$ cat config.mk
export PLATFORM = sky130hd
export DESIGN_NAME = bipartite_buffer_region_manager_top
export DESIGN_NICKNAME = d
export VERILOG_FILES = /design/src/hw/rtl/bbrm_pkg.sv /design/src/hw/rtl/bbrm_ctrl.sv /design/src/hw/rtl/bbrm_datapath.sv /design/src/hw/rtl/bipartite_buffer_region_manager_top.sv
export SDC_FILE = /design/constraint.sdc
export NUM_CORES = 1
export LEC_CHECK = 0
export BUFFER_PORTS_ARGS = -buffer_cell sky130_fd_sc_hd__clkbuf_2
export CAP_MARGIN = 10
export CELL_PAD_IN_SITES_DETAIL_PLACEMENT = 0
export CELL_PAD_IN_SITES_GLOBAL_PLACEMENT = 1
export CORE_ASPECT_RATIO = 1.75
export CORE_MARGIN = 4
export CORE_UTILIZATION = 28
export CTS_CLUSTER_DIAMETER = 100
export DETAILED_ROUTE_END_ITERATION = 8
export GPL_TIMING_DRIVEN = 0
export PLACE_DENSITY_LB_ADDON = 0.1
export SYNTH_ARGS = -nofsm -noshare
export SYNTH_HDL_FRONTEND = slang
export SYNTH_SLANG_ARGS = --single-unit
$ cat constraint.sdc
create_clock -name i_clk -period 19.2 [get_ports i_clk]
set_input_delay 1.92 -clock i_clk [delete_from_list [all_inputs] [get_ports i_clk]]
set_output_delay 1.92 -clock i_clk [all_outputs]
set_load 0.1 [all_outputs]
$ cat src/hw/rtl/bbrm_pkg.sv
// shared types and codes of the two-region buffer manager
package bbrm_pkg;

    localparam int FIELD_W  = 13;
    localparam int ACTION_W = 2;

    typedef enum logic [ACTION_W-1:0] {
        ACT_QUERY  = 2'd0,
        ACT_COMMIT = 2'd1,
        ACT_REMOVE = 2'd2,
        ACT_NONE   = 2'd3
    } t_action;

    typedef enum logic [1:0] {
        S_IDLE = 2'b01,
        S_EXEC = 2'b10
    } t_state;

    // commands from the controller to the datapath
    typedef struct packed {
        logic load;
        logic exec;
    } t_dp_cmd;

    // one result; the last member sits in the lowest bits
    typedef struct packed {
        logic               overflow;
        logic [FIELD_W-1:0] move_count;
        logic [FIELD_W-1:0] move_source;
        logic               move_request;
        logic               second_open;
        logic [FIELD_W-1:0] second_count;
        logic [FIELD_W-1:0] primary_count;
        logic [FIELD_W-1:0] read_offset;
        logic [FIELD_W-1:0] write_offset;
        logic [FIELD_W-1:0] free_space;
    } t_result;

endpackage

$ cat src/hw/rtl/bbrm_ctrl.sv
// controller: request intake, execute step and output register handshake
module bbrm_ctrl
    import bbrm_pkg::*;
(
    input  logic    i_clk,
    input  logic    i_rst_n,
    input  logic    i_in_valid,
    output logic    o_in_ready,
    output logic    o_out_valid,
    input  logic    i_out_ready,
    output t_dp_cmd o_cmd
);

    t_state r_state, n_state;
    logic   r_out_valid;
    logic   can_exec;

    assign o_in_ready  = (r_state == S_IDLE);
    assign o_out_valid = r_out_valid;
    assign can_exec    = !r_out_valid || i_out_ready;

    always_comb begin
        o_cmd.load = i_in_valid && (r_state == S_IDLE);
        o_cmd.exec = (r_state == S_EXEC) && can_exec;
    end

    always_comb begin
        n_state = r_state;
        unique case (r_state)
            S_IDLE: begin
                if (o_cmd.load) n_state = S_EXEC;
            end
            S_EXEC: begin
                // hold until the output register can take the result
                if (o_cmd.exec) n_state = S_IDLE;
            end
            default: n_state = S_IDLE;
        endcase
    end

    always_ff @(posedge i_clk) begin
        if (!i_rst_n) begin
            r_state     <= S_IDLE;
            r_out_valid <= 1'b0;
        end else begin
            r_state <= n_state;
            if (o_cmd.exec) begin
                r_out_valid <= 1'b1;
            end else if (i_out_ready) begin
                r_out_valid <= 1'b0;
            end
        end
    end

endmodule

$ cat src/hw/rtl/bbrm_datapath.sv
// datapath: region registers, step arithmetic and result register
module bbrm_datapath
    import bbrm_pkg::*;
#(
    parameter int BUFFER_BYTES = 4096
) (
    input  logic               i_clk,
    input  logic               i_rst_n,
    input  t_dp_cmd            i_cmd,
    input  logic [ACTION_W-1:0] i_action,
    input  logic [FIELD_W-1:0] i_length,
    output t_result            o_result
);

    localparam int W  = $clog2(BUFFER_BYTES + 1);
    localparam int CW = (W > FIELD_W) ? W : FIELD_W;
    localparam logic [CW-1:0] BUF_C = CW'(BUFFER_BYTES);

    logic [ACTION_W-1:0] r_action;
    logic [FIELD_W-1:0]  r_length;

    logic [W-1:0] r_p_start, r_p_len, r_s_start, r_s_len;
    logic         r_s_act;
    logic [W-1:0] n_p_start, n_p_len, n_s_start, n_s_len;
    logic         n_s_act;

    t_result r_res, n_res;

    logic [CW-1:0] ps, pl, ss, sl, len;
    logic [CW-1:0] p_end, s_end, after, free_s, room, amt;
    logic [CW-1:0] take_p, rest, take_s, pl2, ps2, sl2, ss2;
    logic [CW-1:0] free_v, mv_src, mv_cnt, wr;
    logic          mv_req, ovf;

    always_comb begin
        ps     = CW'(r_p_start);
        pl     = CW'(r_p_len);
        ss     = CW'(r_s_start);
        sl     = CW'(r_s_len);
        len    = CW'(r_length);
        p_end  = ps + pl;
        s_end  = ss + sl;
        after  = (BUF_C > p_end) ? (BUF_C - p_end) : '0;
        free_s = (ps > s_end) ? (ps - s_end) : '0;
        room   = r_s_act ? free_s : after;
        amt    = (len > room) ? room : len;
        // remove: primary first, then the rest from the second region
        take_p = (len > pl) ? pl : len;
        rest   = len - take_p;
        take_s = (rest > sl) ? sl : rest;
        pl2    = pl - take_p;
        ps2    = ps + take_p;
        sl2    = sl - take_s;
        ss2    = ss + take_s;
    end

    always_comb begin
        n_p_start = r_p_start;
        n_p_len   = r_p_len;
        n_s_start = r_s_start;
        n_s_len   = r_s_len;
        n_s_act   = r_s_act;
        free_v    = '0;
        mv_req    = 1'b0;
        mv_src    = '0;
        mv_cnt    = '0;
        ovf       = 1'b0;
        unique case (t_action'(r_action))
            ACT_QUERY: begin
                if (!r_s_act && (ps > after)) begin
                    n_s_act   = 1'b1;
                    n_s_start = '0;
                    n_s_len   = '0;
                    free_v    = ps;
                end else begin
                    free_v = room;
                end
            end
            ACT_COMMIT: begin
                ovf = (len > room);
                if (r_s_act) begin
                    n_s_len = W'(sl + amt);
                end else begin
                    n_p_len = W'(pl + amt);
                end
            end
            ACT_REMOVE: begin
                if (pl2 == '0) begin
                    // primary emptied: second region moves down to offset zero
                    if ((sl2 != '0) && (ss2 != '0)) begin
                        mv_req = 1'b1;
                        mv_src = ss2;
                        mv_cnt = sl2;
                    end
                    n_p_len   = W'(sl2);
                    n_p_start = '0;
                    n_s_act   = 1'b0;
                    n_s_start = '0;
                    n_s_len   = '0;
                end else begin
                    n_p_len   = W'(pl2);
                    n_p_start = W'(ps2);
                    n_s_len   = W'(sl2);
                    n_s_start = W'(ss2);
                end
            end
            ACT_NONE: begin
            end
            default: begin
            end
        endcase
        wr = n_s_act ? (CW'(n_s_start) + CW'(n_s_len)) : (CW'(n_p_start) + CW'(n_p_len));
    end

    always_comb begin
        n_res.free_space    = free_v[FIELD_W-1:0];
        n_res.write_offset  = wr[FIELD_W-1:0];
        n_res.primary_count = FIELD_W'(CW'(n_p_len));
        n_res.second_count  = FIELD_W'(CW'(n_s_len));
        n_res.second_open   = n_s_act;
        n_res.move_request  = mv_req;
        n_res.move_source   = mv_src[FIELD_W-1:0];
        n_res.move_count    = mv_cnt[FIELD_W-1:0];
        n_res.overflow      = ovf;
        n_res.read_offset   = FIELD_W'(CW'(n_p_start));
    end

    always_ff @(posedge i_clk) begin
        if (!i_rst_n) begin
            r_p_start <= '0;
            r_p_len   <= '0;
            r_s_start <= '0;
            r_s_len   <= '0;
            r_s_act   <= 1'b0;
        end else if (i_cmd.exec) begin
            r_p_start <= n_p_start;
            r_p_len   <= n_p_len;
            r_s_start <= n_s_start;
            r_s_len   <= n_s_len;
            r_s_act   <= n_s_act;
        end
    end

    always_ff @(posedge i_clk) begin
        if (i_cmd.load) begin
            r_action <= i_action;
            r_length <= i_length;
        end
        if (i_cmd.exec) begin
            r_res <= n_res;
        end
    end

    assign o_result = r_res;

endmodule

$ cat src/hw/rtl/bipartite_buffer_region_manager_top.sv
// top level of the two-region buffer manager
//
// channel   dir  tdata                  tuser
// s_axis    in   length[12:0]           action[1:0]
// m_axis    out  result fields, 96 bit  -
//
// a request is first registered, then the execute step runs it and loads the
// output register; a new request is taken while a result waits
// a request whose result cannot be loaded waits in the execute step until
// m_axis_tready frees the output register
// reset clears all offsets and lengths to zero and closes the second region
module bipartite_buffer_region_manager_top
    import bbrm_pkg::*;
#(
    parameter int BUFFER_BYTES = 4096
) (
    input  logic        i_clk,
    input  logic        i_rst_n,
    input  logic        s_axis_tvalid,
    output logic        s_axis_tready,
    input  logic [15:0] s_axis_tdata,  // length[12:0], zero[15:13]
    input  logic [1:0]  s_axis_tuser,  // action[1:0]
    output logic        m_axis_tvalid,
    input  logic        m_axis_tready,
    // free_space[12:0], write_offset[25:13], read_offset[38:26],
    // primary_count[51:39], second_count[64:52], second_open[65],
    // move_request[66], move_source[79:67], move_count[92:80],
    // overflow[93], zero[95:94]
    output logic [95:0] m_axis_tdata
);

    t_dp_cmd cmd;
    t_result result;

    bbrm_ctrl u_ctrl (
        .i_clk       (i_clk),
        .i_rst_n     (i_rst_n),
        .i_in_valid  (s_axis_tvalid),
        .o_in_ready  (s_axis_tready),
        .o_out_valid (m_axis_tvalid),
        .i_out_ready (m_axis_tready),
        .o_cmd       (cmd)
    );

    bbrm_datapath #(
        .BUFFER_BYTES (BUFFER_BYTES)
    ) u_datapath (
        .i_clk    (i_clk),
        .i_rst_n  (i_rst_n),
        .i_cmd    (cmd),
        .i_action (s_axis_tuser),
        .i_length (s_axis_tdata[FIELD_W-1:0]),
        .o_result (result)
    );

    assign m_axis_tdata = {2'b00, result};

`ifndef NO_ASSERTIONS
    a_busy_after_request: assert property (@(posedge i_clk) disable iff (!i_rst_n)
        (s_axis_tvalid && s_axis_tready) |=> !s_axis_tready)
        else $error("request taken while previous one still executing");

    a_exec_loads_output: assert property (@(posedge i_clk) disable iff (!i_rst_n)
        cmd.exec |=> m_axis_tvalid)
        else $error("executed step did not present a result");

    a_stall_holds_request: assert property (@(posedge i_clk) disable iff (!i_rst_n)
        (m_axis_tvalid && !m_axis_tready && !s_axis_tready) |=> !s_axis_tready)
        else $error("pending request dropped while output stalled");

    a_exec_only_when_free: assert property (@(posedge i_clk) disable iff (!i_rst_n)
        cmd.exec |-> (!m_axis_tvalid || m_axis_tready))
        else $error("result overwritten before it was taken");
`endif

endmodule
Yosys cells after proc, flatten, opt, wreduce, memory -nomap -nowiden
Cells that the tools add are included.

storage, ports and cells
  register bits after elaboration = 165
  input bits = 22
  output and inout bits = 98
  word-level logic and storage cells = 88

operators by class
  add/subtract/negate cells = 13
  magnitude comparators = 6
  equal/unequal tests = 6
  muxes and demuxes = 29
  reduce and logical (&&, ||, !) cells = 15

operators with widths
  operator                                                count
  2-to-1 mux 13 bit                                       17
  adder 13 bit                                            8
  greater-than comparator 13 bit                          5
  case mux 13 bit (2 select lines)                        2
  subtractor 13 bit                                       4
  case mux 13 bit (3 select lines)                        1
  nonzero test 13 bit                                     2
  greater-than comparator 13 bit (first input constant)   1
  zero test 13 bit                                        1
  subtractor 13 bit (first input constant)                1
  2-to-1 mux 1 bit                                        5
  == test 2 x 1 -> 1 bit (second input constant)          2
  == test 2 bit (second input constant)                   2
  logical AND 1 bit                                       4
  2-to-1 mux 2 bit                                        2
  case mux 2 bit (2 select lines)                         1
  AND reduction 2 bit                                     2
  AND reduction 3 bit                                     1
  zero test 1 bit                                         2
  zero test 2 bit                                         1
  inequality test 2 x 1 -> 1 bit (second input constant)  1
  inequality test 2 bit (second input constant)           1
  case mux 1 bit (2 select lines)                         1
  nonzero test 2 bit                                      1
  logical OR 1 bit                                        1

Depth between registers and ports, before layout
  word-level depth = 11
  mapped depth = 57
  depth with buffers taken out = 56

Modules after synthesis
Synthesis repeated with hierarchy kept, for this count alone.

second synthesis, totals
  cell total of the unflattened synthesis = 1810
  area total of the unflattened synthesis = 15648.8 um^2

modules (own cells, without submodules)
  module                               times used  cells each  area an instance (um^2)  sequential area each (um^2)
  bbrm_datapath                        1           1795        15503.6                  4334.2
  bbrm_ctrl                            1           12          126.4                    60.1
  bipartite_buffer_region_manager_top  1           3           18.8                     0.0

Worst setup path before layout
Ideal clock, no wire load.

  path type = register -> register
  from = register u_datapath.r_p_len[1], in the netlist u_datapath.pl[1]
  to = register u_datapath.r_res (netlist bit u_datapath.o_result[25]), data pin
  setup time = 0.260 ns
  arrival time = 9.576 ns
  required time = 18.940 ns
  path slack = 9.364 ns
  cell stages (with the launch flop) = 51
  buffers on the path = 2
  clock period less this slack = 9.836 ns
  path through = dfxtp_1 > inv_1 > ha_1 > nand2b_1 > a21oi_1 > o31ai_1 > nand2b_1 > a21oi_1 > a41o_1 > clkbuf_1 > a21o_1 > inv_1 > ha_1 > nor2b_1 > o21ai_0 > a21boi_0 > o21ai_0 > a21boi_0 > [15 not listed] > nor2b_1 > o21ai_0 > a21boi_0 > o21ai_0 > a21boi_0 > o21ai_0 > nand2b_1 > xor2_1 > a211o_1 > a22o_1 > a22o_1 > ha_1 > o21ai_0 > a21oi_1 > o41ai_1 > xnor2_1 > xnor2_1 > mux2_4

on the way
  longest elaborated chain between the ends = 11
  elaborated cells on any way between the ends = 39
  those cells by class = add/sub (11); order compare (5); mux (21); reduce/logical (2)

ends and longest elaborated chain
  item                                                                        RTL line              source
  from (decl)                                                                 bbrm_datapath.sv:22   logic [W-1:0] r_p_start, r_p_len, r_s_start, r_s_len;
  from (signal assigned)                                                      bbrm_datapath.sv:137  r_p_len <= n_p_len;
  adder 13 bit                                                                bbrm_datapath.sv:41   p_end = ps + pl;
  subtractor 13 bit / greater-than comparator 13 bit (equally long branches)  bbrm_datapath.sv:43   after = (BUF_C > p_end) ? (BUF_C - p_end) : '0;
  2-to-1 mux 13 bit                                                           bbrm_datapath.sv:43
  2-to-1 mux 13 bit                                                           bbrm_datapath.sv:45   room = r_s_act ? free_s : after;
  greater-than comparator 13 bit                                              bbrm_datapath.sv:46   amt = (len > room) ? room : len;
  2-to-1 mux 13 bit                                                           bbrm_datapath.sv:46
  adder 13 bit                                                                bbrm_datapath.sv:84   n_p_len = W'(pl + amt);
  2-to-1 mux 13 bit                                                           bbrm_datapath.sv:81   if (r_s_act) begin
  case mux 13 bit (2 select lines) (*)                                        bbrm_datapath.sv:68   unique case (t_action'(r_action))
  net u_datapath.n_p_len[7]                                                   bbrm_datapath.sv:24   logic [W-1:0] n_p_start, n_p_len, n_s_start, n_s_len;
  adder 13 bit (*)                                                            bbrm_datapath.sv:112  wr = n_s_act ? (CW'(n_s_start) + CW'(n_s_len)) : (CW'(n_p_start) + CW'(n_p_len));
  2-to-1 mux 13 bit (*)                                                       bbrm_datapath.sv:112
  net u_datapath.wr[12]                                                       bbrm_datapath.sv:32   logic [CW-1:0] free_v, mv_src, mv_cnt, wr;
  to (signal assigned)                                                        bbrm_datapath.sv:150  r_res <= n_res;
  to (decl)                                                                   bbrm_datapath.sv:27   t_result r_res, n_res;

The timed path passes the listed nets; every way through them passes the cells marked *.
A chain may end at the register's enable or synchronous reset.

Worst setup path in the final report
  from = register u_datapath.r_p_len[1], in the netlist u_datapath.pl[1]
  to = register u_datapath.r_res (netlist bit u_datapath.o_result[25]), data pin

on the way
  longest elaborated chain between the ends = 11
  elaborated cells on any way between the ends = 39
  those cells by class = add/sub (11); order compare (5); mux (21); reduce/logical (2)

ends and longest elaborated chain
  item                                                                        RTL line              source
  adder 13 bit                                                                bbrm_datapath.sv:41
  subtractor 13 bit / greater-than comparator 13 bit (equally long branches)  bbrm_datapath.sv:43
  2-to-1 mux 13 bit                                                           bbrm_datapath.sv:43
  2-to-1 mux 13 bit                                                           bbrm_datapath.sv:45
  greater-than comparator 13 bit                                              bbrm_datapath.sv:46
  2-to-1 mux 13 bit                                                           bbrm_datapath.sv:46
  adder 13 bit                                                                bbrm_datapath.sv:82   n_s_len = W'(sl + amt);
  2-to-1 mux 13 bit                                                           bbrm_datapath.sv:81
  case mux 13 bit (3 select lines) (*)                                        bbrm_datapath.sv:68
  net u_datapath.n_s_len[7]                                                   bbrm_datapath.sv:24
  adder 13 bit (*)                                                            bbrm_datapath.sv:112
  2-to-1 mux 13 bit (*)                                                       bbrm_datapath.sv:112
  net u_datapath.wr[12]                                                       bbrm_datapath.sv:32

Marked as above.

==> qor.csv <==
stage,metric,value,unit
outcome,status,completed,
routing,WL per Instance,26.5,um
critical_path,arrival time worst endpoint,14.23,ns
yosys,library cells used by synthesis,98,
layout,"Net count, final",2228,
timing,Setup TNS Final,0,ns
global_route,global-route wire length before repair,102000,um
routing,final WL,71700,um
critical_path,r2r worst-path depth,50,
die,# IOs,120,
die,Core Box Area,0.0555,sq mm
critical_path,Startpoint Class,flip-flop,
yosys,count of state elements after synthesis,165,
clocking,Bufs on Longest Clock Path,2,
clocking,hold_buf cts,0,
place,GPL Wtd Cong,0.945,
yosys,post-synthesis cell area,0.0158,sq mm
layout,# diodes,0,
global_route,all-layer global routing usage,23.4,%
yosys,Post-synth ARST share,0,%
die,std cell rows,114,
clocking,post-CTS sizing,0,
critical_path,worst stage delay on the critical path,0.86,ns
global_route,initial antenna violation count,0,
critical_path,reg-to-reg endpoint,u_datapath.o_result[25]$_DFFE_PP_,
timing,final period utilization,72.9,%
timing,Max Slew Vio Count,0,
layout,Syn-to-layout area delta,13.4,%
critical_path,reg2reg start,u_datapath.pl[1]$_SDFFE_PN0P_,
timing,RSZ-0062 raised after global routing,no,
critical_path,CP max FO,10,
global_route,gr ovfl total,0,
hold_path,hold path endpoint,u_datapath.r_s_start[0]$_SDFFE_PN0P_,
clocking,Clock Latency Late Sink,0.48,ns
clocking,root buf cell,clkbuf_16,
timing,final setup fails,0,
power_and_ir_drop,PD cells,85.1,mW/mm^2
layout,layout cells sized above 1,11.0,%
timing,slew margin rel.,22.8,%
place,I/O Buffers,114,
layout,fillers,5878,
critical_path,"most used cell, CP",o21ai_0,
timing,Worst-Margin Slew,1.15,ns
clocking,Clock transition at path regs,0.09,ns
layout,utilization after layout,32.2,%
routing,DRC violations left,0,
critical_path,Crit. End Element,flip-flop,
clocking,clock sink total,165,
critical_path,"Req. time, crit path",19.43,ns
yosys,number of synthesized flops with an enable pin,109,
critical_path,CP Launch Point,u_datapath.pl[1]$_SDFFE_PN0P_,
yosys,synthesized instance count,1856,
timing,hold_ws,0.516,ns
critical_path,"Worst Path Class, Setup",reg -> reg,
timing,minimum clock period,14.00,ns
yosys,Yosys warnings,0,
critical_path,"slowest stage cell, crit path",mux2i_1,
place,DP HPWL,60400,um
critical_path,"setup slack, reg-to-reg",5.20,ns
die,chip width,187,um
yosys,Main synth FF type,edfxtp_1,
flow_run,Max Cap Viol,0,
routing,Via-to-Cell Ratio,5.39,
timing,Clock Skew,0.0193,ns
die,starting density of the core,28.4,%
global_route,vias in the first global route,14600,
hold_path,hold path depth,2,
power_and_ir_drop,VDD IR max,52.8,uV
routing,DRT antenna net count,0,
clocking,CTS Buf Count,17,
global_route,largest net degree at the start of global routing,35,
clocking,H-tree lvl count,4,
routing,drt initial violations,859,
hold_path,hold path start,u_datapath.r_s_start[0]$_SDFFE_PN0P_,
layout,most frequent cells in the layout,"ha_1, nor2_1, a21oi_1",
power_and_ir_drop,leakage power,7.68,nW
yosys,sequential share of the synthesized area,27.9,%
clocking,Post-CTS Setup Inserts,0,
hold_path,min-delay worst type,reg -> reg,
routing,DR vias,14600,
die,Die Y-Extent,322,um
routing,number of detailed-route iterations in the first pass,5,
layout,"most common cell after layout, fill and taps aside",ha_1,
timing,Max Fclk,0.0714,GHz
die,Die ar.,0.0603,sq mm
yosys,Mean Syn Cell Area,8.50,sq um
timing,final hold vios,0,
clocking,CTS tree,built,
[synthesized netlist by cell type, types with 19 or more instances]
| library cell | n | area [sq um] |
|---|---|---|
| a211oi_1 | 40 | 300 |
| a21o_1 | 38 | 285 |
| a21oi_1 | 153 | 766 |
| a22o_1 | 26 | 228 |
| clkbuf_1 | 48 | 180 |
| dfxtp_1 | 56 | 1120 |
| edfxtp_1 | 109 | 3270 |
| ha_1 | 201 | 2510 |
| inv_1 | 148 | 556 |
| nand2_1 | 140 | 526 |
| nand2b_1 | 28 | 175 |
| nand3_1 | 32 | 160 |
| nand4_1 | 19 | 119 |
| nor2_1 | 181 | 679 |
| nor2b_1 | 32 | 200 |
| nor3_1 | 24 | 120 |
| o21a_1 | 25 | 188 |
| o21ai_0 | 124 | 621 |
| o21bai_1 | 21 | 158 |
| xnor2_1 | 75 | 657 |
| xor2_1 | 46 | 403 |
[registers in the layout, summed over array words and instances (netlist names)]
name                  count
u_datapath.ps            13
u_datapath.r_s_start     13
u_datapath.r_s_act        1
u_datapath.r_s_len       13
u_datapath.r_action       2
u_ctrl.r_state            2
u_datapath.pl            13
u_ctrl.o_out_valid        1
u_datapath.len           13
u_datapath.o_result      94
[how the worst max path moves through the flow]
| stage | to | slack (ns) | depth (start not counted) |
|---|---|---|---|
| finish | u_datapath.o_result[25]$_DFFE_PP_ | 5.20 | 50 |
| floorplan | u_datapath.o_result[25]$_DFFE_PP_ | 9.36 | 50 |
| CTS | u_datapath.o_result[25]$_DFFE_PP_ | 5.14 | 50 |
| detailed placement | u_datapath.o_result[25]$_DFFE_PP_ | 5.23 | 50 |
| global placement | u_datapath.o_result[25]$_DFFE_PP_ | 5.18 | 50 |
| global route | u_datapath.o_result[25]$_DFFE_PP_ | 4.24 | 51 |
[stage by stage]
| step | power, mW | setup WS (ns) | instance area [sq um] | cells |
|---|---|---|---|---|
| 2_1_floorplan | 0.890 | 9.36 | 15800 | 1857 |
| 3_3_place_gp | 1.15 | 5.18 | 17200 | 2667 |
| 3_5_place_dp | 1.15 | 5.23 | 17300 | 2670 |
| 4_1_cts | 1.53 | 5.14 | 17900 | 2702 |
| 5_1_grt | 1.60 | 4.24 | 17900 | 2702 |
| 6_report | 1.52 | 5.20 | 17900 | 2702 |
[metal layers]
layer	share of wire [%]	routed length, um	up-vias	global-route usage, %
li1	-	-	7035	-
met2	53	37800	375	44.2
met3	2.3	1640	157	1.88
met1	37	26200	6988	24.0
met5	0	0	-	0
met4	8.5	6100	0	17.0
[layout make-up]
cell class | count | area (sq um) | share of cell area [%]
inverters | 151 | 567 | 3.17
repair buffers | 117 | 638 | 3.57
clock inverters | 15 | 176 | 0.986
flip-flops and latches | 165 | 4390 | 24.6
well taps | 696 | 871 | 4.87
plain buffers | 62 | 272 | 1.52
clock buffers | 17 | 425 | 2.38
multi-input cells | 1479 | 10500 | 59.0
[critical path: cells and delay by family (launching register included)]
kind                     cells  cell delay, ns
AND/OR/NAND/NOR              6            0.67
XOR/XNOR                     3            1.05
multiplexers                 2            1.15
flip-flops                   1            0.52
buffers and inverters        5            1.76
AO/OA/AOI/OAI               29            6.90
adder cells (fa/ha/maj)      5            1.70
[report_power, final]
part           total (mW)  internal (mW)  switching [mW]
Sequential          0.402          0.390          0.0127
Clock               0.370          0.176           0.193
Combinational       0.750          0.249           0.501
[kinds of logic after synthesis]
| family | count (synthesis) | synth area share [%] |
|---|---|---|
| simple gates | 537 | 16.1 |
| buf+inv | 213 | 5.31 |
| flops | 165 | 27.9 |
| other cells | 1 | 0.0238 |
| xor+xnor | 122 | 6.86 |
| mux | 28 | 1.89 |
| fa+ha+maj | 213 | 17.5 |
| compound gates | 577 | 24.5 |
(Power assumes the default switching activity.)
